## src/design/hcbp_pkg.sv

```systemverilog
// Package for the Huffman code bit packer.
// Holds the mode codes, field widths and the job record passed from front to back.
// No dependencies.
package hcbp_pkg;

  localparam int CODE_W  = 32;  // width of the code_word field
  localparam int LEN_W   = 6;   // width of the code_length field
  localparam int BYTE_W  = 8;
  localparam int CNT_W   = 3;   // pending-bit count in the packing buffer
  localparam int WIN_W   = CODE_W + BYTE_W;  // pending byte plus one code word
  localparam int NB_W    = 3;   // bytes produced by one item, 0..4
  localparam int IN_DATA_W  = 48;
  localparam int IN_USER_W  = 2;
  localparam int Q_DEPTH = 4;
  localparam int Q_PTR_W = 2;
  localparam int Q_CNT_W = 3;

  localparam logic [IN_USER_W-1:0] MODE_LOAD   = 2'd0;
  localparam logic [IN_USER_W-1:0] MODE_ENCODE = 2'd1;
  localparam logic [IN_USER_W-1:0] MODE_FLUSH  = 2'd2;

  // One unit of work for the packing side: a left-justified code or a flush.
  typedef struct packed {
    logic              flush;
    logic [CODE_W-1:0] code;   // first code bit in bit CODE_W-1, zeros below
    logic [LEN_W-1:0]  len;
  } job_t;

endpackage

```

## src/design/hcbp_queue.sv

```systemverilog
// Short job queue between front and back of the Huffman code bit packer.
// Depends on hcbp_pkg.
module hcbp_queue (
  input  logic           clk,
  input  logic           rst_n,
  input  logic           push,
  input  hcbp_pkg::job_t push_job,
  input  logic           pop,
  output hcbp_pkg::job_t head,
  output logic           full,
  output logic           empty
);

  hcbp_pkg::job_t                 slot_r [hcbp_pkg::Q_DEPTH];
  logic [hcbp_pkg::Q_PTR_W-1:0]   wr_ptr_r, rd_ptr_r;
  logic [hcbp_pkg::Q_CNT_W-1:0]   count_r, count_nxt;

  assign full  = (count_r == hcbp_pkg::Q_CNT_W'(hcbp_pkg::Q_DEPTH));
  assign empty = (count_r == '0);
  assign head  = slot_r[rd_ptr_r];

  always_comb begin
    count_nxt = count_r;
    if (push && !pop) begin
      count_nxt = count_r + 1'b1;
    end else if (pop && !push) begin
      count_nxt = count_r - 1'b1;
    end
  end

  always_ff @(posedge clk) begin
    if (!rst_n) begin
      wr_ptr_r <= '0;
      rd_ptr_r <= '0;
      count_r  <= '0;
    end else begin
      if (push) begin
        wr_ptr_r <= wr_ptr_r + 1'b1;
      end
      if (pop) begin
        rd_ptr_r <= rd_ptr_r + 1'b1;
      end
      count_r <= count_nxt;
    end
  end

  always_ff @(posedge clk) begin
    if (push) begin
      slot_r[wr_ptr_r] <= push_job;
    end
  end

endmodule

```

## config.mk

```make
export PLATFORM = sky130hd
export DESIGN_NAME = hcbp_queue
export DESIGN_NICKNAME = d
export VERILOG_FILES = /design/src/design/hcbp_pkg.sv /design/src/design/hcbp_queue.sv
export SDC_FILE = /design/constraint.sdc
export NUM_CORES = 1
export LEC_CHECK = 0
export ABC_AREA = 1
export BUFFER_PORTS_ARGS = -buffer_cell sky130_fd_sc_hd__buf_4
export CAP_MARGIN = 20
export CELL_PAD_IN_SITES_DETAIL_PLACEMENT = 0
export CELL_PAD_IN_SITES_GLOBAL_PLACEMENT = 1
export CORE_MARGIN = 4
export CORE_UTILIZATION = 45
export DETAILED_ROUTE_END_ITERATION = 8
export PLACE_DENSITY = 0.77
export SLEW_MARGIN = 20
export SYNTH_ARGS = -nofsm -noshare
export SYNTH_HDL_FRONTEND = slang
export SYNTH_SLANG_ARGS = --single-unit
```

## constraint.sdc

```tcl
create_clock -name clk -period 2.48 [get_ports clk]
set_clock_uncertainty 0.05 [all_clocks]
set_input_delay 0.372 -clock clk [delete_from_list [all_inputs] [get_ports clk]]
set_output_delay 0.372 -clock clk [all_outputs]
set_load 0.01 [all_outputs]
```

### Word level (Yosys, flattened, before mapping)

Memories as Yosys holds them, arrays and structs flattened. A register that Yosys moved wholly into a read port is not among the register bits.
Cells that the tools add are included.

| word-level totals | value |
|---|---|
| register bits after elaboration | 7 |
| bits in writable memories | 156 |
| output and inout port bits | 41 |
| memories kept | 1 |

| cells by class | value |
|---|---|
| add/subtract/negate cells | 4 |
| equality and inequality tests | 1 |
| muxes and demuxes | 6 |
| reduce and logical (&&, ||, !) cells | 6 |

Memory list:

| memory | words | bits a word | read ports | clocked after memory_dff | wr ports | RTL line | RTL |
|---|---|---|---|---|---|---|---|
| slot_r | 4 | 39 | 1 | 1 | 1 | hcbp_queue.sv:14 | `hcbp_pkg::job_t slot_r [hcbp_pkg::Q_DEPTH];` |

Operators by type and width:

| operator | number |
|---|---|
| 3-bit two-way mux | 2 |
| 2-bit by 1-bit adder with 2-bit output (second input constant) | 2 |
| 2-bit two-way mux | 2 |
| 3-bit by 1-bit adder with 3-bit output (second input constant) | 1 |
| 3-bit equality test (second input constant) | 1 |
| 3-bit zero test | 1 |
| 3-bit by 1-bit subtractor with 3-bit output (second input constant) | 1 |
| 1-bit logical AND | 2 |
| 1-bit zero test | 2 |
| 1-bit two-way mux | 2 |
| 2-bit nonzero test | 1 |

### Depth between registers and ports, before layout

| logic depth | value |
|---|---|
| word-level depth | 4 |
| depth in mapped cells | 10 |
| mapped depth without buffers | 10 |

### Worst setup path before layout

Ideal clock, no wire load.

| timing | value |
|---|---|
| path type | register to register |
| from | reg wr_ptr_r[0] (netlist bit) |
| to | mem slot_r[2][0] (netlist bit), enable pin |
| library setup time | 394 ps |
| arrival time | 1,356 ps |
| data required time | 2,036 ps |
| slack | 681 ps |
| stages on the path, launching flop included | 5 |
| clock period less this slack | 1,799 ps |
| cells stage by stage | dfxtp_1 inv_1 ha_1 nand2_1 inv_1 |

RTL lines:

| element | RTL line | RTL |
|---|---|---|
| from (decl) | hcbp_queue.sv:15 | `logic [hcbp_pkg::Q_PTR_W-1:0] wr_ptr_r, rd_ptr_r;` |
| from (signal assigned) | hcbp_queue.sv:38 | `wr_ptr_r <= wr_ptr_r + 1'b1;` |
| to (decl) | hcbp_queue.sv:14 |  |

Straight into the memory's write port.

==> out/metrics.yaml <==
status: "complete, no violations"
setup-tns-final_ns: 0
cp_max_fo: 78
grt.overflow.total: 0
grt_pass1_wl_um: 19800
avgSynthCellArea_um2: 14.3
cts_tree: "yes"
yosys.cell_types.count: 22
dp_hpwl_um: 7410
drt_iter0_markers: 314
setup_viol: 0
synth-simple-area-share_pct: 5.88
coreArea_um2: 13400
remaining_drc_errors: 0
finalCritPeriodShare_pct: 92.3
critPathLaunchType: "flop"
yosysSeqAreaShare_pct: 78.1
hold_viol: 0
cts_sinks: 165
leakage_uw: 0.00276
critPathArrivalTime_ns: 1.87
die_x_um: 126
worst_pin_slew_ns: 0.540
via_per_inst: 5.19
crit_chain: "buf_6 -> o21ai_0 -> o22ai_1 -> buf_4"
fp.dieH_um: 126
cts-hold-fix-buffers: 0
rsz0062_at_grt: "no"
initial_core_util_pct: 46.5
syn_inst: 436
wl_per_cell_um: 17.5
cpMaxStageDelayCell: "buf_6"
timing.rr.start: "wr_ptr_r[0]$_SDFFE_PN0P_"
holdPathStages: 1
vias: 3701
port_buffers: 83
finalInstanceArea_um2: 7680
drtPass1Iterations: 5
syn-num-nets: 485
synth-seq-cells: 165
ff2ff_setup_slack_ns: 0.82
ys_warn_count: 0
track_usage_pct: 16.3
layout-drive-gt1-share_pct: 24.0
vdd_drop_max_uv: 440
antenna_found_initial: 0
maxSlewViolCount: 0
reg2reg_to: "slot_r[2][2]$_DFFE_PP_"
crit_required_ns: 2.06
htree_num_levels: 4
final_common_cell: "edfxtp_1"
cts_buffer_depth: 2
numCtsBuffers: 17
post-route-min-period_ns: 2.29
slew_headroom_pct: 64.0
worst-setup-path-type: "reg -> out"
synth_mux_area_share_pct: 0
cp-end-kind: "output pin"
diodes: 0
layout_common_cells: "edfxtp_1, buf_4, nor2_1, o21ai_0, o22ai_1"
place.gp.congestion: 0.752
clk_latency_ns: 0.41
place_area_um2: 7050
grt_max_degree: 79
final_net_count: 573
synth_fa_ha_area_share_pct: 1.33
cts-root-buf: "clkbuf_16"
powerDensity_nw_per_um2: 853
max_freq_mhz: 437
min_from: "push_job[26]"
netlist_area_um2: 6230
ant_nets: 0
rr_worst_depth: 5
power_uw: 6540
grt_pass1_vias: 3767
hold_class: "in -> reg"
drv_cap: 0
min_to: "slot_r[1][26]$_DFFE_PP_"
synth_xor_area_share_pct: 0
area_delta_synth_final_pct: 23.2
synth_top_family_by_area: "compound AO/OA/AOI/OAI gates"
wirelength_um: 12500
rows: 42
max_stage_delay_ns: 0.45
clk_pin_slew_worst_paths_ns: 0.05
io_pins: 84
dieArea_um2: 15800
synth_compound_area_share_pct: 11.0
[critical path: cells and delay by family, from the launching register on]
family	cells	cell delay [ns]
flops	1	0.36
compound gates	2	0.46
buf+inv	2	0.62
[report_power, final]
group,total [µW],switching [µW],leakage [µW],internal [µW]
combinational,637,372,0.000952,264
sequential,3210,33.5,0.00151,3180
clock,2700,962,0.000297,1730
total,6540,1370,0.00276,5180
[worst max-delay path by stage]
stage / from / to
floorplan: wr_ptr_r[0]$_SDFFE_PN0P_ / slot_r[2][0]$_DFFE_PP_
global placement: flop / head[23]
detailed placement: flop / head[3]
CTS: flop / head[26]
global route: flop / head[5]
finish: flop / head[26]
[synth_stat cells (all sizes together)]
cell type  instances  area share (%)
nor3               2            0.16
dfxtp              9             2.9
fa                 1            0.32
edfxtp           156              75
ha                 5             1.0
a21oi              4            0.32
clkbuf             9            0.72
nand4              1            0.10
o21ai             84             6.7
nor2              83             5.0
nand3              1           0.080
buf               16             1.9
inv               17             1.1
o22ai             39             3.9
nand2              9            0.54
[through the flow]
step	std cells	util, %	setup slack, ns	hold WS [ns]
2_1_floorplan	436	-	0.681	0.362
3_3_place_gp	681	52.6	0.512	0.375
3_5_place_dp	681	52.6	0.446	0.391
4_1_cts	713	57.3	0.139	0.0901
5_1_grt	713	57.3	0.0444	0.0863
6_report	713	57.3	0.190	0.111
[metal layers]
layer / wire length (µm) / share of wire [%] / global-route usage, %
met2: 6150 / 49 / 25.9
met4: 94 / 0.75 / 6.38
met1: 5450 / 44 / 20.8
met3: 785 / 6.3 / 5.63
met5: 0 / 0 / 0
[repair_timing]
| item | 4_1_cts | 5_1_grt |
|---|---|---|
| hold endpoints to repair | 0 | 0 |
| setup endpoints to repair | 2 | 0 |
| gates resized for setup | 1 | 0 |
| setup buffers | 0 | 0 |
[area by class of cell]
| cell class | count | area (µm²) |
|---|---|---|
| multi-input combinational | 229 | 1130 |
| clock buffer | 23 | 468 |
| tap | 176 | 220 |
| clock inverter | 9 | 150 |
| inverter | 17 | 66.3 |
| timing repair buffer | 94 | 772 |
| sequential | 165 | 4870 |
| fill | 1070 | 5720 |
[kinds of logic after synthesis]
kind of cell	count (synthesis)
compound gates	127
fa+ha+maj	6
simple gates	96
flops	165
buf+inv	42
[state kept, by name, indices dropped and copies added (netlist names), named ones only]
| signal | cells |
|---|---|
| slot_r | 156 |
| count_r | 3 |
| rd_ptr_r | 2 |
| wr_ptr_r | 2 |
No activity file was read; power rests on OpenSTA's default activity.
