**src/design/hcbp_pkg.sv**
```systemverilog
// Package for the Huffman code bit packer.
// Holds the mode codes, field widths and the job record passed from front to back.
// No dependencies.
package hcbp_pkg;

  localparam int CODE_W  = 32;  // width of the code_word field
  localparam int LEN_W   = 6;   // width of the code_length field
  localparam int BYTE_W  = 8;
  localparam int CNT_W   = 3;   // pending-bit count in the packing buffer
  localparam int WIN_W   = CODE_W + BYTE_W;  // pending byte plus one code word
  localparam int NB_W    = 3;   // bytes produced by one item, 0..4
  localparam int IN_DATA_W  = 48;
  localparam int IN_USER_W  = 2;
  localparam int Q_DEPTH = 4;
  localparam int Q_PTR_W = 2;
  localparam int Q_CNT_W = 3;

  localparam logic [IN_USER_W-1:0] MODE_LOAD   = 2'd0;
  localparam logic [IN_USER_W-1:0] MODE_ENCODE = 2'd1;
  localparam logic [IN_USER_W-1:0] MODE_FLUSH  = 2'd2;

  // One unit of work for the packing side: a left-justified code or a flush.
  typedef struct packed {
    logic              flush;
    logic [CODE_W-1:0] code;   // first code bit in bit CODE_W-1, zeros below
    logic [LEN_W-1:0]  len;
  } job_t;

endpackage

```
**src/design/hcbp_back.sv**
```systemverilog
// Back of the Huffman code bit packer: merges codes into the byte buffer and
// streams out the finished bytes. Depends on hcbp_pkg.
module hcbp_back (
  input  logic           clk,
  input  logic           rst_n,
  input  logic           q_empty,
  input  hcbp_pkg::job_t q_head,
  output logic           pop,
  output logic           out_tvalid,
  input  logic           out_tready,
  output logic [7:0]     out_tdata,
  output logic           out_tlast
);

  logic [hcbp_pkg::BYTE_W-1:0] buf_r, buf_nxt;
  logic [hcbp_pkg::CNT_W-1:0]  cnt_r, cnt_nxt;
  logic [hcbp_pkg::WIN_W-1:0]  win_r, win_nxt;
  logic [hcbp_pkg::NB_W-1:0]   left_r;
  logic [hcbp_pkg::NB_W-1:0]   nb;
  logic [hcbp_pkg::LEN_W-1:0]  total;
  logic                        out_fire;

  assign out_tvalid = (left_r != '0);
  assign out_tlast  = (left_r == hcbp_pkg::NB_W'(1));
  assign out_tdata  = win_r[hcbp_pkg::WIN_W-1 -: hcbp_pkg::BYTE_W];
  assign out_fire   = out_tvalid && out_tready;
  assign pop        = !q_empty && (!out_tvalid || (out_tlast && out_tready));

  always_comb begin
    win_nxt = {buf_r, hcbp_pkg::CODE_W'(0)};
    total   = hcbp_pkg::LEN_W'(cnt_r) + q_head.len;
    nb      = '0;
    buf_nxt = buf_r;
    cnt_nxt = cnt_r;
    if (q_head.flush) begin
      nb      = (cnt_r != '0) ? hcbp_pkg::NB_W'(1) : '0;
      buf_nxt = '0;
      cnt_nxt = '0;
    end else begin
      win_nxt = win_nxt | ({q_head.code, hcbp_pkg::BYTE_W'(0)} >> cnt_r);
      nb      = total[5:3];
      cnt_nxt = total[2:0];
      case (nb)
        3'd0:    buf_nxt = win_nxt[39:32];
        3'd1:    buf_nxt = win_nxt[31:24];
        3'd2:    buf_nxt = win_nxt[23:16];
        3'd3:    buf_nxt = win_nxt[15:8];
        3'd4:    buf_nxt = win_nxt[7:0];
        default: buf_nxt = '0;
      endcase
    end
  end

  always_ff @(posedge clk) begin
    if (!rst_n) begin
      buf_r  <= '0;
      cnt_r  <= '0;
      left_r <= '0;
    end else if (pop) begin
      buf_r  <= buf_nxt;
      cnt_r  <= cnt_nxt;
      left_r <= nb;
    end else if (out_fire) begin
      left_r <= left_r - 1'b1;
    end
  end

  always_ff @(posedge clk) begin
    if (pop) begin
      win_r <= win_nxt;
    end else if (out_fire) begin
      win_r <= win_r << hcbp_pkg::BYTE_W;
    end
  end

endmodule

```
**config.mk**
```make
export PLATFORM = sky130hd
export DESIGN_NAME = hcbp_back
export DESIGN_NICKNAME = d
export VERILOG_FILES = /design/src/design/hcbp_pkg.sv /design/src/design/hcbp_back.sv
export SDC_FILE = /design/constraint.sdc
export NUM_CORES = 1
export LEC_CHECK = 0
export ABC_AREA = 1
export BUFFER_PORTS_ARGS = -buffer_cell sky130_fd_sc_hd__buf_2
export CELL_PAD_IN_SITES_DETAIL_PLACEMENT = 0
export CELL_PAD_IN_SITES_GLOBAL_PLACEMENT = 1
export CORE_MARGIN = 2
export CORE_UTILIZATION = 38
export DETAILED_ROUTE_END_ITERATION = 10
export GPL_TIMING_DRIVEN = 1
export PLACE_DENSITY = 0.74
export SYNTH_ARGS = -nofsm -noshare
export SYNTH_HDL_FRONTEND = slang
export SYNTH_SLANG_ARGS = --single-unit
```
**constraint.sdc**
```tcl
create_clock -name clk -period 2.29 [get_ports clk]
set_input_delay 0.1145 -clock clk [delete_from_list [all_inputs] [get_ports clk]]
set_output_delay 0.1145 -clock clk [all_outputs]
set_load 0.02 [all_outputs]
```
# ---- After elaboration in Yosys (flattened, before gate mapping)
# Cells that the tools add are included.
dict set report word_totals {
  output_inout_bits 11
  ff_bits 54
  input_bits 43
}
dict set report op_classes {
  bitwise_logic 1
  muxes 10
  n_addsub 2
  n_eq_ne 5
  n_reduce_logical 10
  shifts 1
}
# cell count
set op_table {}
lappend op_table {{two-way mux 40 bit} 3}
lappend op_table {{bitwise OR 40 bit} 1}
lappend op_table {{case mux 8 bit (5 select lines)} 1}
lappend op_table {{right shift 40 x 3 -> 40 bit} 1}
lappend op_table {{two-way mux 3 bit} 4}
lappend op_table {{two-way mux 8 bit} 1}
lappend op_table {{adder 3 x 6 -> 6 bit} 1}
lappend op_table {{equality test 3 x 1 -> 1 bit, second input constant} 2}
lappend op_table {{equality test 3 x 2 -> 1 bit, second input constant} 2}
lappend op_table {{nonzero test 3 bit} 2}
lappend op_table {{equality test 3 bit, second input constant} 1}
lappend op_table {{logical AND 1 bit} 3}
lappend op_table {{zero test 3 bit} 1}
lappend op_table {{subtractor 3 x 1 -> 3 bit, second input constant} 1}
lappend op_table {{zero test 1 bit} 2}
lappend op_table {{nonzero test 2 bit} 1}
lappend op_table {{logical OR 1 bit} 1}
lappend op_table {{two-way mux 1 bit} 1}

# ---- Longest topological paths before layout
# Gate-level depths: netlist (run 1).
dict set report logic_depth {
  ltp_word 5
  depth_mapped 12
  ltp_nobuf 12
}

# ---- Worst setup path before layout (run 1)
# Ideal clock, no wire load.
dict set report synth_timing {
  path_type {register -> register}
  start {reg left_r[0] (netlist bit)}
  end {reg left_r[0] (netlist bit)}
  path_stages_with_launch 11
  arrival_time_ns 2.332
  path_slack_ns -0.112
  t_required_ns 2.220
  setup_time_ns 0.070
  synth_period_minus_slack_ns 2.402
  cell_sequence {dfxtp_1 inv_1 ha_1 nand2_1 nand2_1 o21a_1 inv_1 o21ai_0 a31oi_1 o21ai_0 a21oi_1}
}
dict set report synth_via {
  elab_chain_len 5
}
# item line_no
set synth_rtl {}
lappend synth_rtl {{start: declaration} hcbp_back.sv:18} ;# logic [hcbp_pkg::NB_W-1:0] left_r;
lappend synth_rtl {{start signal: assignment} hcbp_back.sv:62} ;# left_r <= nb;
lappend synth_rtl {{start signal: assignment} hcbp_back.sv:64} ;# left_r <= left_r - 1'b1;
lappend synth_rtl {{nonzero test 3 bit (*)} hcbp_back.sv:23} ;# assign out_tvalid = (left_r != '0);
lappend synth_rtl {{via out_tvalid} hcbp_back.sv:9} ;# output logic out_tvalid,
lappend synth_rtl {{zero test 1 bit} hcbp_back.sv:27} ;# assign pop = !q_empty && (!out_tvalid || (out_tlast && out_tready));
lappend synth_rtl {{logical OR 1 bit} hcbp_back.sv:27}
lappend synth_rtl {{logical AND 1 bit} hcbp_back.sv:27}
lappend synth_rtl {{two-way mux 3 bit or nonzero test 2 bit (tied branches)} n/a}
# Mark *: on every way through the listed nets, which the timed path passes. The rest lies on a longest branch. The select of a mux whose other input is x is not followed.
# A chain may end at the register's enable or synchronous reset.

# ---- Final worst setup path (run 1)
dict set report layout_timing {
  start {reg cnt_r[0] (netlist bit)}
  end {reg buf_r[1] (netlist bit)}
}
dict set report layout_via {
  elab_chain_len 4
}
# item line_no
set layout_rtl {}
lappend layout_rtl {{start: declaration} hcbp_back.sv:16} ;# logic [hcbp_pkg::CNT_W-1:0] cnt_r, cnt_nxt;
lappend layout_rtl {{start signal: assignment} hcbp_back.sv:61} ;# cnt_r <= cnt_nxt;
lappend layout_rtl {{adder 3 x 6 -> 6 bit or right shift 40 x 3 -> 40 bit (tied branches)} {hcbp_back.sv:31, hcbp_back.sv:40}}
lappend layout_rtl {{equality test 3 bit, or another cell as far along} hcbp_back.sv:43} ;# case (nb)
lappend layout_rtl {{case mux 8 bit (5 select lines) (*)} hcbp_back.sv:43}
lappend layout_rtl {{two-way mux 8 bit (*)} hcbp_back.sv:35} ;# if (q_head.flush) begin
lappend layout_rtl {{end signal: assignment} hcbp_back.sv:60} ;# buf_r <= buf_nxt;
lappend layout_rtl {{end: declaration} hcbp_back.sv:15} ;# logic [hcbp_pkg::BYTE_W-1:0] buf_r, buf_nxt;
# Every way passes the cells marked *; elsewhere a longest branch is shown, timed or not.

==> results of run 1 <==
==> cells by family (layout without fill, tap and decap cells) <==
family          count (synthesis)  in the layout  share of synthesized area
compound gates                 72             72                      0.122
simple gates                  368            368                      0.409
fa+ha+maj                       7              7                     0.0236
flops                          53             53                      0.360
buf+inv                        69             99                     0.0854
==> cells in the mapped netlist, drive strengths merged, types with 2 or more instances <==
library cell,count
inv,25
nand3b,2
edfxtp,39
a22o,24
nor2,17
nand4,2
nand3,176
a21oi,22
nor3,4
o211ai,4
buf,36
a31oi,2
o21ai,8
nand2,166
ha,6
o21bai,9
clkbuf,8
dfxtp,14
==> what timing repair did <==
action	in CTS	in global routing
setup endpoints to repair	0	8
buffers inserted	0	0
gates resized for setup	0	7
==> power breakdown <==
part,total [mW],internal [mW],switching [mW]
Clock,0.555,0.240,0.315
Sequential,1.77,1.65,0.122
Combinational,2.40,0.849,1.55
Total,4.72,2.74,1.98
==> routing by layer <==
layer,part of all wire,track usage
met3,0.042,0.0353
met2,0.48,0.337
met1,0.47,0.285
met5,0,0
met4,0.011,0.0519
==> cell usage in the layout (no fill, tap or decap), types with 6 or more instances in the layout <==
master / count
nand2_1: 162
nand3_1: 176
nor2_1: 12
buf_4: 9
edfxtp_1: 39
ha_1: 6
a22o_1: 24
o21bai_1: 9
a21oi_1: 22
buf_2: 53
dfxtp_1: 14
o21ai_0: 7
clkbuf_8: 6
inv_1: 21
==> worst register-to-register path: cells and delay by family (launching register included) <==
family	cells	cell delay, ns
flip-flops	1	0.34
AND/OR/NAND/NOR	7	0.70
adder cells (fa/ha/maj)	2	0.64
buffers and inverters	1	0.16
AO/OA/AOI/OAI	2	0.19
==> worst paths after layout <==
| path | slack [ns] | to | from |
|---|---|---|---|
| worst max-delay path | 0.19 | buf_r[1]$_SDFFE_PN0P_ | cnt_r[0]$_SDFFE_PN0P_ |
| worst min-delay path | 0.08 | left_r[2]$_SDFFE_PN0P_ | rst_n |
| worst max register to register | 0.19 | buf_r[1]$_SDFFE_PN0P_ | cnt_r[0]$_SDFFE_PN0P_ |
| worst min register to register | 0.47 | buf_r[7]$_SDFFE_PN0P_ | buf_r[7]$_SDFFE_PN0P_ |
==> registers in the layout, summed over array words and instances (netlist names) <==
name	cells
buf_r	8
cnt_r	3
left_r	3
win_r	39
==> per-stage QoR <==
step / worst slack [ns] / cells
finish: 0.192 / 735
CTS: 0.112 / 735
detailed placement: 0.157 / 728
global placement: 0.183 / 728
floorplan: 0.0783 / 569
global route: 0.00405 / 735
==> cell type report <==
type                            instances  share of cell area
Tap cell                              136              0.0379
Inverter                               25              0.0217
Sequential cell                        53               0.323
Clock inverter                          1             0.00167
Timing Repair Buffer                   67              0.0944
Multi-Input combinational cell        447               0.503
Clock buffer                            6              0.0184
==> run_results.csv, run 1 <==
group,metric,value,unit
worst_setup_path,crit_top_cell,"nand3_1",
worst_setup_path,crit_slowest_cell,"fa_1",
routing,vias,3930,
synth,synth.largest_area_cell,"edfxtp_1",
routing,drtIter0Drc,211,
worst_setup_path,endpoint_kind,"flop",
clock_network,cts_sinks,53,
floorplan,die-height,107,um
worst_setup_path,arrival,2.34,ns
final_layout,multiInputGateArea,0.00226,mm^2
worst_setup_path,reg2reg_depth,12,
run_status,status,"complete, no violations",
timing,worstMarginPinSlew,0.564,ns
routing,drt-wirelength-per-cell,15.0,um
floorplan,ioPinCount,54,
timing,relSlewSlack,0.623,
min_path,hold_path_class,"input pin to flop",
routing,drtAntennaViolNets,0,
place,dpl-instance-area,0.00437,mm^2
place,port_buffers,53,
global_route,antenna_found_initial,0,
timing,setup_viol,0,
worst_setup_path,path_cells,"ha_1, fa_1, nand2_1, nand2_1, nand3_1, nand2_2, nor2_4, buf_6, nand3_1, nand3_1, o21bai_1, a21oi_1",
final_layout,area_growth,11.5,%
timing,hold_viol_final,0,
synth,synth_area_leaders,"edfxtp_1 29%, nand3_1 22%, nand2_1 15%, dfxtp_1 7.0%, a22o_1 5.2%",
synth,ys_ff_latch,53,
pwr,finalPower,4.72,mW
worst_setup_path,cp.depth,12,
synth,synth_edf_count,39,
global_route,grt_pass1_wl,18900,um
floorplan,coreArea,0.0103,mm^2
timing,period_share,0.916,
final_layout,seqCellArea,0.00145,mm^2
worst_setup_path,startpoint_type,"flop",
clock_network,cts_tree,"yes",
final_layout,fill_cells,1083,
clock_network,clock_latency,0.30,ns
worst_setup_path,path_buf_inv,1,
timing,tns,0,ns
floorplan,die_x,107,um
pwr,power.leakage,2.02,nW
clock_network,clk_pin_slew,0.09,ns
synth,yosys_warnings,0,
worst_setup_path,path_delay_family,"simple AND/OR/NAND/NOR gates",
final_layout,drive_gt1_frac,0.149,
synth,avgSynthCellArea,7.08,um^2
global_route,grt_max_degree,47,
clock_network,clockBufferDepth,2,
timing,rsz0062_at_grt,"false",
global_route,gr-usage-all-layers,0.207,
timing,finClkSkew,0.00485,ns
routing,dr.pass1.iters,4,
clock_network,htree_levels,2,
final_layout,post-route-util,0.435,
routing,drc_errors,0,
worst_setup_path,max_stage_delay,0.41,ns
routing,totalWireLength,11100,um
floorplan,rows,37,
synth,synth_nets,619,
synth,synth_seq_area_share,0.360,
timing,max_clock_freq,0.477,GHz
final_layout,diodes,0,
worst_setup_path,path_max_fanout,12,
global_route,overflow,0,
global_route,first_global_vias,3777,
synth,async_flop_share,0,
worst_setup_path,required,2.53,ns
clock_network,cts-root-buf,"clkbuf_8",
place,gp_congestion,0.822,
timing,min_period,2.10,ns
pwr,p_per_area,1050,mW/mm^2
routing,vias_per_cell,5.35,
floorplan,initial_core_util,0.390,
synth,synth_flop_cell,"edfxtp_1",
synth,synthCells,569,
floorplan,die_area,0.0114,mm^2
timing,holdWs,0.0773,ns
clock_network,cts_hold_buf,0,
pwr,ir_worst_vdd,503,uV
timing,finalMaxSlewViolations,0,
synth,synthDominantCellAreaShare,0.291,
worst_setup_path,worst-setup-path-type,"flop to flop",
job,max_cap_violations,0,
place,hpwl,8390,um
final_layout,fin_nets,649,
synth,ys_types,31,
clock_network,cts_buffers,5,
min_path,whs_path_depth,3,
synth,syn-cell-area,0.00403,mm^2
final_layout,postLayoutCellArea,0.00449,mm^2
No activity file was read; power rests on OpenSTA's default activity.
==> inputs of run 2 (changes only) <==
--- a/config.mk
+++ b/config.mk
@@ -13,6 +13,7 @@
 export CORE_UTILIZATION = 38
 export DETAILED_ROUTE_END_ITERATION = 10
 export GPL_TIMING_DRIVEN = 1
+export HOLD_SLACK_MARGIN = 0.15
 export PLACE_DENSITY = 0.74
 export SYNTH_ARGS = -nofsm -noshare
 export SYNTH_HDL_FRONTEND = slang
==> run 2 against run 1 <==
  * Global-route usage hardly changed
  * Non-clock buffer count is 1 higher
  * Via count is 0.94% higher
  * Power hardly changed
  * Critical endpoint is now buf_r[2]$_SDFFE_PN0P_
  * Highest routed layer unchanged
==> run_results.csv, run 2 (synthesis gave the netlist of run 1 again) <==
group,metric,value,unit
routing,drc_errors,0,
final_layout,largest_reg_flops,39,
timing,setup_viol,0,
worst_setup_path,endpoint_kind,"flop",
worst_setup_path,path_delay_family,"simple AND/OR/NAND/NOR gates",
worst_setup_path,path_cells,"ha_1, fa_1, nand2_1, nand2_1, nand3_1, nand2_2, nor2_4, buf_6, nand3_1, nand3_1, o21bai_1, a21oi_1",
routing,drt-met1-wl,5190,um
routing,drt-wirelength-per-cell,15.0,um
final_layout,layout_commonest_cell,"nand3_1",
clock_network,htree_levels,2,
clock_network,clk_pin_slew,0.10,ns
worst_setup_path,crit_slowest_cell,"fa_1",
timing,min_period,2.09,ns
clock_network,cts-root-buf,"clkbuf_8",
global_route,grt_max_degree,47,
routing,wl_met2,5230,um
final_layout,drive_gt1_frac,0.148,
place,port_buffers,53,
place,gp_congestion,0.822,
worst_setup_path,required,2.53,ns
place,dpl-instance-area,0.00437,mm^2
worst_setup_path,startpoint_type,"flop",
final_layout,diodes,0,
worst_setup_path,crit_top_cell,"nand3_1",
global_route,grt_pass1_wl,18900,um
timing,period_share,0.911,
global_route,first_global_vias,3780,
floorplan,die-height,107,um
final_layout,postLayoutCellArea,0.00450,mm^2
routing,dr_wl_met3,505,um
place,hpwl,8390,um
final_layout,largest-register,"win_r",
pwr,finalPower,4.72,mW
pwr,power.leakage,2.03,nW
final_layout,area_growth,11.8,%
clock_network,cts_sinks,53,
timing,finClkSkew,0.00493,ns
timing,relSlewSlack,0.623,
clock_network,cts_buffers,5,
worst_setup_path,max_stage_delay,0.41,ns
timing,final.setup.worst_slack,0.204,ns
floorplan,coreArea,0.0103,mm^2
timing,tns,0,ns
min_path,hold_path_class,"input pin to flop",
routing,drtIter0Drc,224,
timing,finalMaxSlewViolations,0,
run_status,status,"complete, no violations",
routing,dr.pass1.iters,4,
global_route,gr-usage-all-layers,0.207,
final_layout,reg_top3,"win_r: 39 flops, buf_r: 8 flops",
floorplan,die_area,0.0114,mm^2
floorplan,initial_core_util,0.390,
routing,drtAntennaViolNets,0,
global_route,overflow,0,
routing,highest_layer,"met4",
place,pre_cts_slack,0.157,ns
pwr,p_per_area,1050,mW/mm^2
worst_setup_path,path_max_fanout,12,
floorplan,ioPinCount,54,
pwr,ir_worst_vdd,504,uV
routing,totalWireLength,11000,um
timing,max_clock_freq,0.479,GHz
floorplan,die_x,107,um
timing,worstMarginPinSlew,0.564,ns
place,dp_cells,728,
job,max_cap_violations,0,
clock_network,clockBufferDepth,2,
routing,vias_per_cell,5.39,
timing,hold_viol_final,0,
timing,rsz0062_at_grt,"false",
clock_network,post_cts_buffers,0,
final_layout,final_cell_mix,"176 x nand3_1, 162 x nand2_1, 53 x buf_2",
floorplan,rows,37,
clock_network,cts_tree,"yes",
final_layout,fin_nets,650,
clock_network,clock_latency,0.30,ns
worst_setup_path,worst-setup-path-type,"flop to flop",
final_layout,final_cell_count_no_fill,736,
routing,vias,3967,
worst_setup_path,path_buf_inv,1,
global_route,antenna_found_initial,0,
worst_setup_path,arrival,2.33,ns
final_layout,fill_cells,1084,
[run 2: through the flow]
step                      utilization  hold slack, ns
after global placement          0.424           0.387
after CTS                       0.433           0.245
after global routing            0.436           0.287
after detailed placement        0.424           0.389
after floorplan                     -           0.253
final                           0.436           0.261
[run 2: metal layers]
layer,GRT usage,up-vias
li1,-,2041
met1,0.286,1818
met2,0.337,100
met3,0.0353,8
met4,0.0519,0
met5,0,-
[run 2: cell type report]
class                   count  area, um^2  share of cell area
well taps                 136         170              0.0378
repair buffers             68         434              0.0964
flip-flops and latches     53        1450               0.322
clock inverters             1        7.51             0.00167
multi-input cells         447        2260               0.502
clock buffers               6        82.6              0.0183
inverters                  25        97.6              0.0217
[run 2: what timing repair did]
action                                  CTS  global route
resized for setup                         0             7
endpoints found under the setup margin    0             8
hold buffers                              1             0
hold endpoints to repair                  1             0
[run 2: tightest hold or removal path, delay by kind of cell]
| kind | cells | cell delay (ns) |
|---|---|---|
| compound gates | 2 | 0.18 |
| buf+inv | 1 | 0.13 |
| simple gates | 1 | 0.11 |
[run 2: worst paths after layout]
kind	cells past startpoint	from	slack, ns	to
hold reg to reg	2	buf_r[7]$_SDFFE_PN0P_	0.47	buf_r[7]$_SDFFE_PN0P_
setup / recovery	12	cnt_r[0]$_SDFFE_PN0P_	0.20	buf_r[2]$_SDFFE_PN0P_
hold / removal	4	q_head[38]	0.26	left_r[0]$_SDFFE_PN0P_
setup reg to reg	12	cnt_r[0]$_SDFFE_PN0P_	0.20	buf_r[2]$_SDFFE_PN0P_
[run 2: report_power, final]
group | leakage, nW | total, mW | internal, mW | switching, mW
logic | 1.48 | 2.40 | 0.850 | 1.55
clock network | 0.0433 | 0.553 | 0.240 | 0.313
registers | 0.503 | 1.77 | 1.65 | 0.122
total | 2.03 | 4.72 | 2.74 | 1.98
==> inputs of run 3 (changes only) <==
--- a/config.mk
+++ b/config.mk
@@ -14,7 +14,7 @@
 export DETAILED_ROUTE_END_ITERATION = 10
 export GPL_TIMING_DRIVEN = 1
 export HOLD_SLACK_MARGIN = 0.15
-export PLACE_DENSITY = 0.74
+export PLACE_DENSITY_LB_ADDON = 0.1
 export SYNTH_ARGS = -nofsm -noshare
 export SYNTH_HDL_FRONTEND = slang
 export SYNTH_SLANG_ARGS = --single-unit
==> run 3 against run 2 <==
  * First-iteration DRC count is 5.8% higher
  * Sequential cell count unchanged
  * Count of clock-buffer cells in the layout unchanged
  * Non-clock buffer count up 1
  * Worst hold slack got worse by 0.088 ns
  * Critical path depth is 1 lower
  * Sequential share of layout area grew 0.24 points
  * Global-route usage increased by 0.24 points
==> run_results.csv, run 3 (synthesis gave the netlist of run 1 again) <==
group,metric,value,unit
routing,drtIter0Drc,237,
final_layout,largest_reg_flops,39,
routing,drt-met1-wl,5690,um
final_layout,diodes,0,
global_route,overflow,0,
final_layout,post-route-util,0.433,
floorplan,ioPinCount,54,
floorplan,rows,37,
clock_network,clockBufferDepth,2,
floorplan,die-height,107,um
place,hpwl,8800,um
routing,drtAntennaViolNets,0,
routing,vias,3946,
pwr,power.leakage,2.02,nW
clock_network,cts_tree,"yes",
timing,finClkSkew,0.00723,ns
clock_network,cts_sinks,53,
routing,dr.pass1.iters,6,
worst_setup_path,path_max_fanout,8,
min_path,whs_path_depth,4,
final_layout,layout_commonest_cell,"nand3_1",
routing,wl_met2,5530,um
timing,setup_viol,0,
final_layout,largest-register,"win_r",
clock_network,cts_buffers,5,
final_layout,drive_gt1_frac,0.148,
timing,worstMarginPinSlew,0.418,ns
clock_network,clock_latency,0.31,ns
global_route,grt_max_degree,41,
final_layout,fill_cells,1087,
worst_setup_path,r2r-end,"buf_r[6]$_SDFFE_PN0P_",
timing,tns,0,ns
pwr,ir_worst_vdd,424,uV
global_route,first_global_vias,3737,
floorplan,die_x,107,um
clock_network,htree_levels,2,
global_route,grt_pass1_wl,18900,um
run_status,status,"complete, no violations",
timing,hold_viol_final,0,
final_layout,area_growth,10.9,%
timing,rsz0062_at_grt,"false",
floorplan,die_area,0.0114,mm^2
routing,drt-wirelength-per-cell,15.9,um
pwr,finalPower,4.71,mW
routing,dr_wl_met3,400,um
min_path,min_to,"cnt_r[1]$_SDFFE_PN0P_",
worst_setup_path,worst-setup-path-type,"flop to flop",
final_layout,fin_nets,651,
floorplan,coreArea,0.0103,mm^2
min_path,holdCritStartpoint,"q_head[38]",
routing,drc_errors,0,
place,dpl-instance-area,0.00436,mm^2
global_route,gr-usage-all-layers,0.209,
worst_setup_path,reg2reg_depth,11,
worst_setup_path,required,2.53,ns
place,port_buffers,53,
worst_setup_path,endpoint_kind,"flop",
place,gp_congestion,0.847,
worst_setup_path,startpoint_type,"flop",
global_route,antenna_found_initial,0,
routing,vias_per_cell,5.35,
job,max_cap_violations,0,
floorplan,initial_core_util,0.390,
pwr,p_per_area,1050,mW/mm^2
routing,totalWireLength,11700,um
final_layout,final_cell_mix,"176 x nand3_1, 163 x nand2_1, 53 x buf_2",
timing,relSlewSlack,0.721,
clock_network,cts-root-buf,"clkbuf_8",
worst_setup_path,arrival,2.36,ns
worst_setup_path,worst_r2r_startpoint,"cnt_r[0]$_SDFFE_PN0P_",
worst_setup_path,rrSetupSlack,0.17,ns
timing,min_period,2.12,ns
clock_network,clk_pin_slew,0.10,ns
routing,highest_layer,"met4",
final_layout,reg_top3,"win_r: 39 flops, buf_r: 8 flops",
min_path,hold_path_class,"input pin to flop",
timing,period_share,0.926,
timing,max_clock_freq,0.472,GHz
clock_network,post_cts_buffers,0,
timing,finalMaxSlewViolations,0,
final_layout,postLayoutCellArea,0.00447,mm^2
## run 3: how the worst max path moves through the flow
stage	cells past startpoint	slack [ns]	endpoint	start
after detailed placement	9	0.13	buf_r[2]$_SDFFE_PN0P_	cnt_r[0]$_SDFFE_PN0P_
after CTS	9	0.12	buf_r[4]$_SDFFE_PN0P_	cnt_r[0]$_SDFFE_PN0P_
after global routing	11	0.01	buf_r[7]$_SDFFE_PN0P_	cnt_r[0]$_SDFFE_PN0P_
after global placement	9	0.19	buf_r[0]$_SDFFE_PN0P_	cnt_r[0]$_SDFFE_PN0P_
final	11	0.17	buf_r[6]$_SDFFE_PN0P_	cnt_r[0]$_SDFFE_PN0P_
after floorplan	9	0.08	left_r[0]$_SDFFE_PN0P_	left_r[0]$_SDFFE_PN0P_
## run 3: repair_timing
action | in CTS | in global routing
hold buffers | 1 | 0
endpoints found under the hold margin | 1 | 0
gates resized for setup | 0 | 5
setup endpoints to repair | 0 | 6
## run 3: routing by layer
layer / GRT usage / up-vias
met5: 0 / -
met1: 0.294 / 1806
li1: - / 2050
met3: 0.0219 / 6
met2: 0.354 / 84
met4: 0.0334 / 0
## run 3: cell type report
cell class | count | area (um^2) | area share
Multi-Input combinational cell | 447 | 2250 | 0.503
Tap cell | 136 | 170 | 0.0381
Clock inverter | 2 | 10.0 | 0.00224
Inverter | 25 | 97.6 | 0.0218
Sequential cell | 53 | 1450 | 0.325
Clock buffer | 6 | 72.6 | 0.0162
Timing Repair Buffer | 69 | 420 | 0.0940
## run 3: through the flow
stage,setup slack (ns),instances,hold slack (ns)
6_report,0.170,738,0.173
3_5_place_dp,0.127,729,0.391
5_1_grt,0.0131,738,0.186
4_1_cts,0.119,738,0.164
2_1_floorplan,0.0783,569,0.253
3_3_place_gp,0.195,729,0.389
## run 3: report_power, final
part | internal, mW | switching, mW | total, mW | leakage, nW
combinational | 0.846 | 1.56 | 2.40 | 1.47
sequential | 1.65 | 0.120 | 1.77 | 0.503
clock | 0.213 | 0.322 | 0.535 | 0.0450
## run 3: worst max-delay path, cell delays in order, from the launching register on
cell	delay [ns]
dfxtp_1	0.33
ha_1	0.22
fa_1	0.40
nand2_1	0.10
nand2_1	0.07
nand3_1	0.08
nand2_2	0.09
nor2_2	0.34
nand3_1	0.12
nand3_1	0.10
o21bai_1	0.06
a21oi_1	0.13
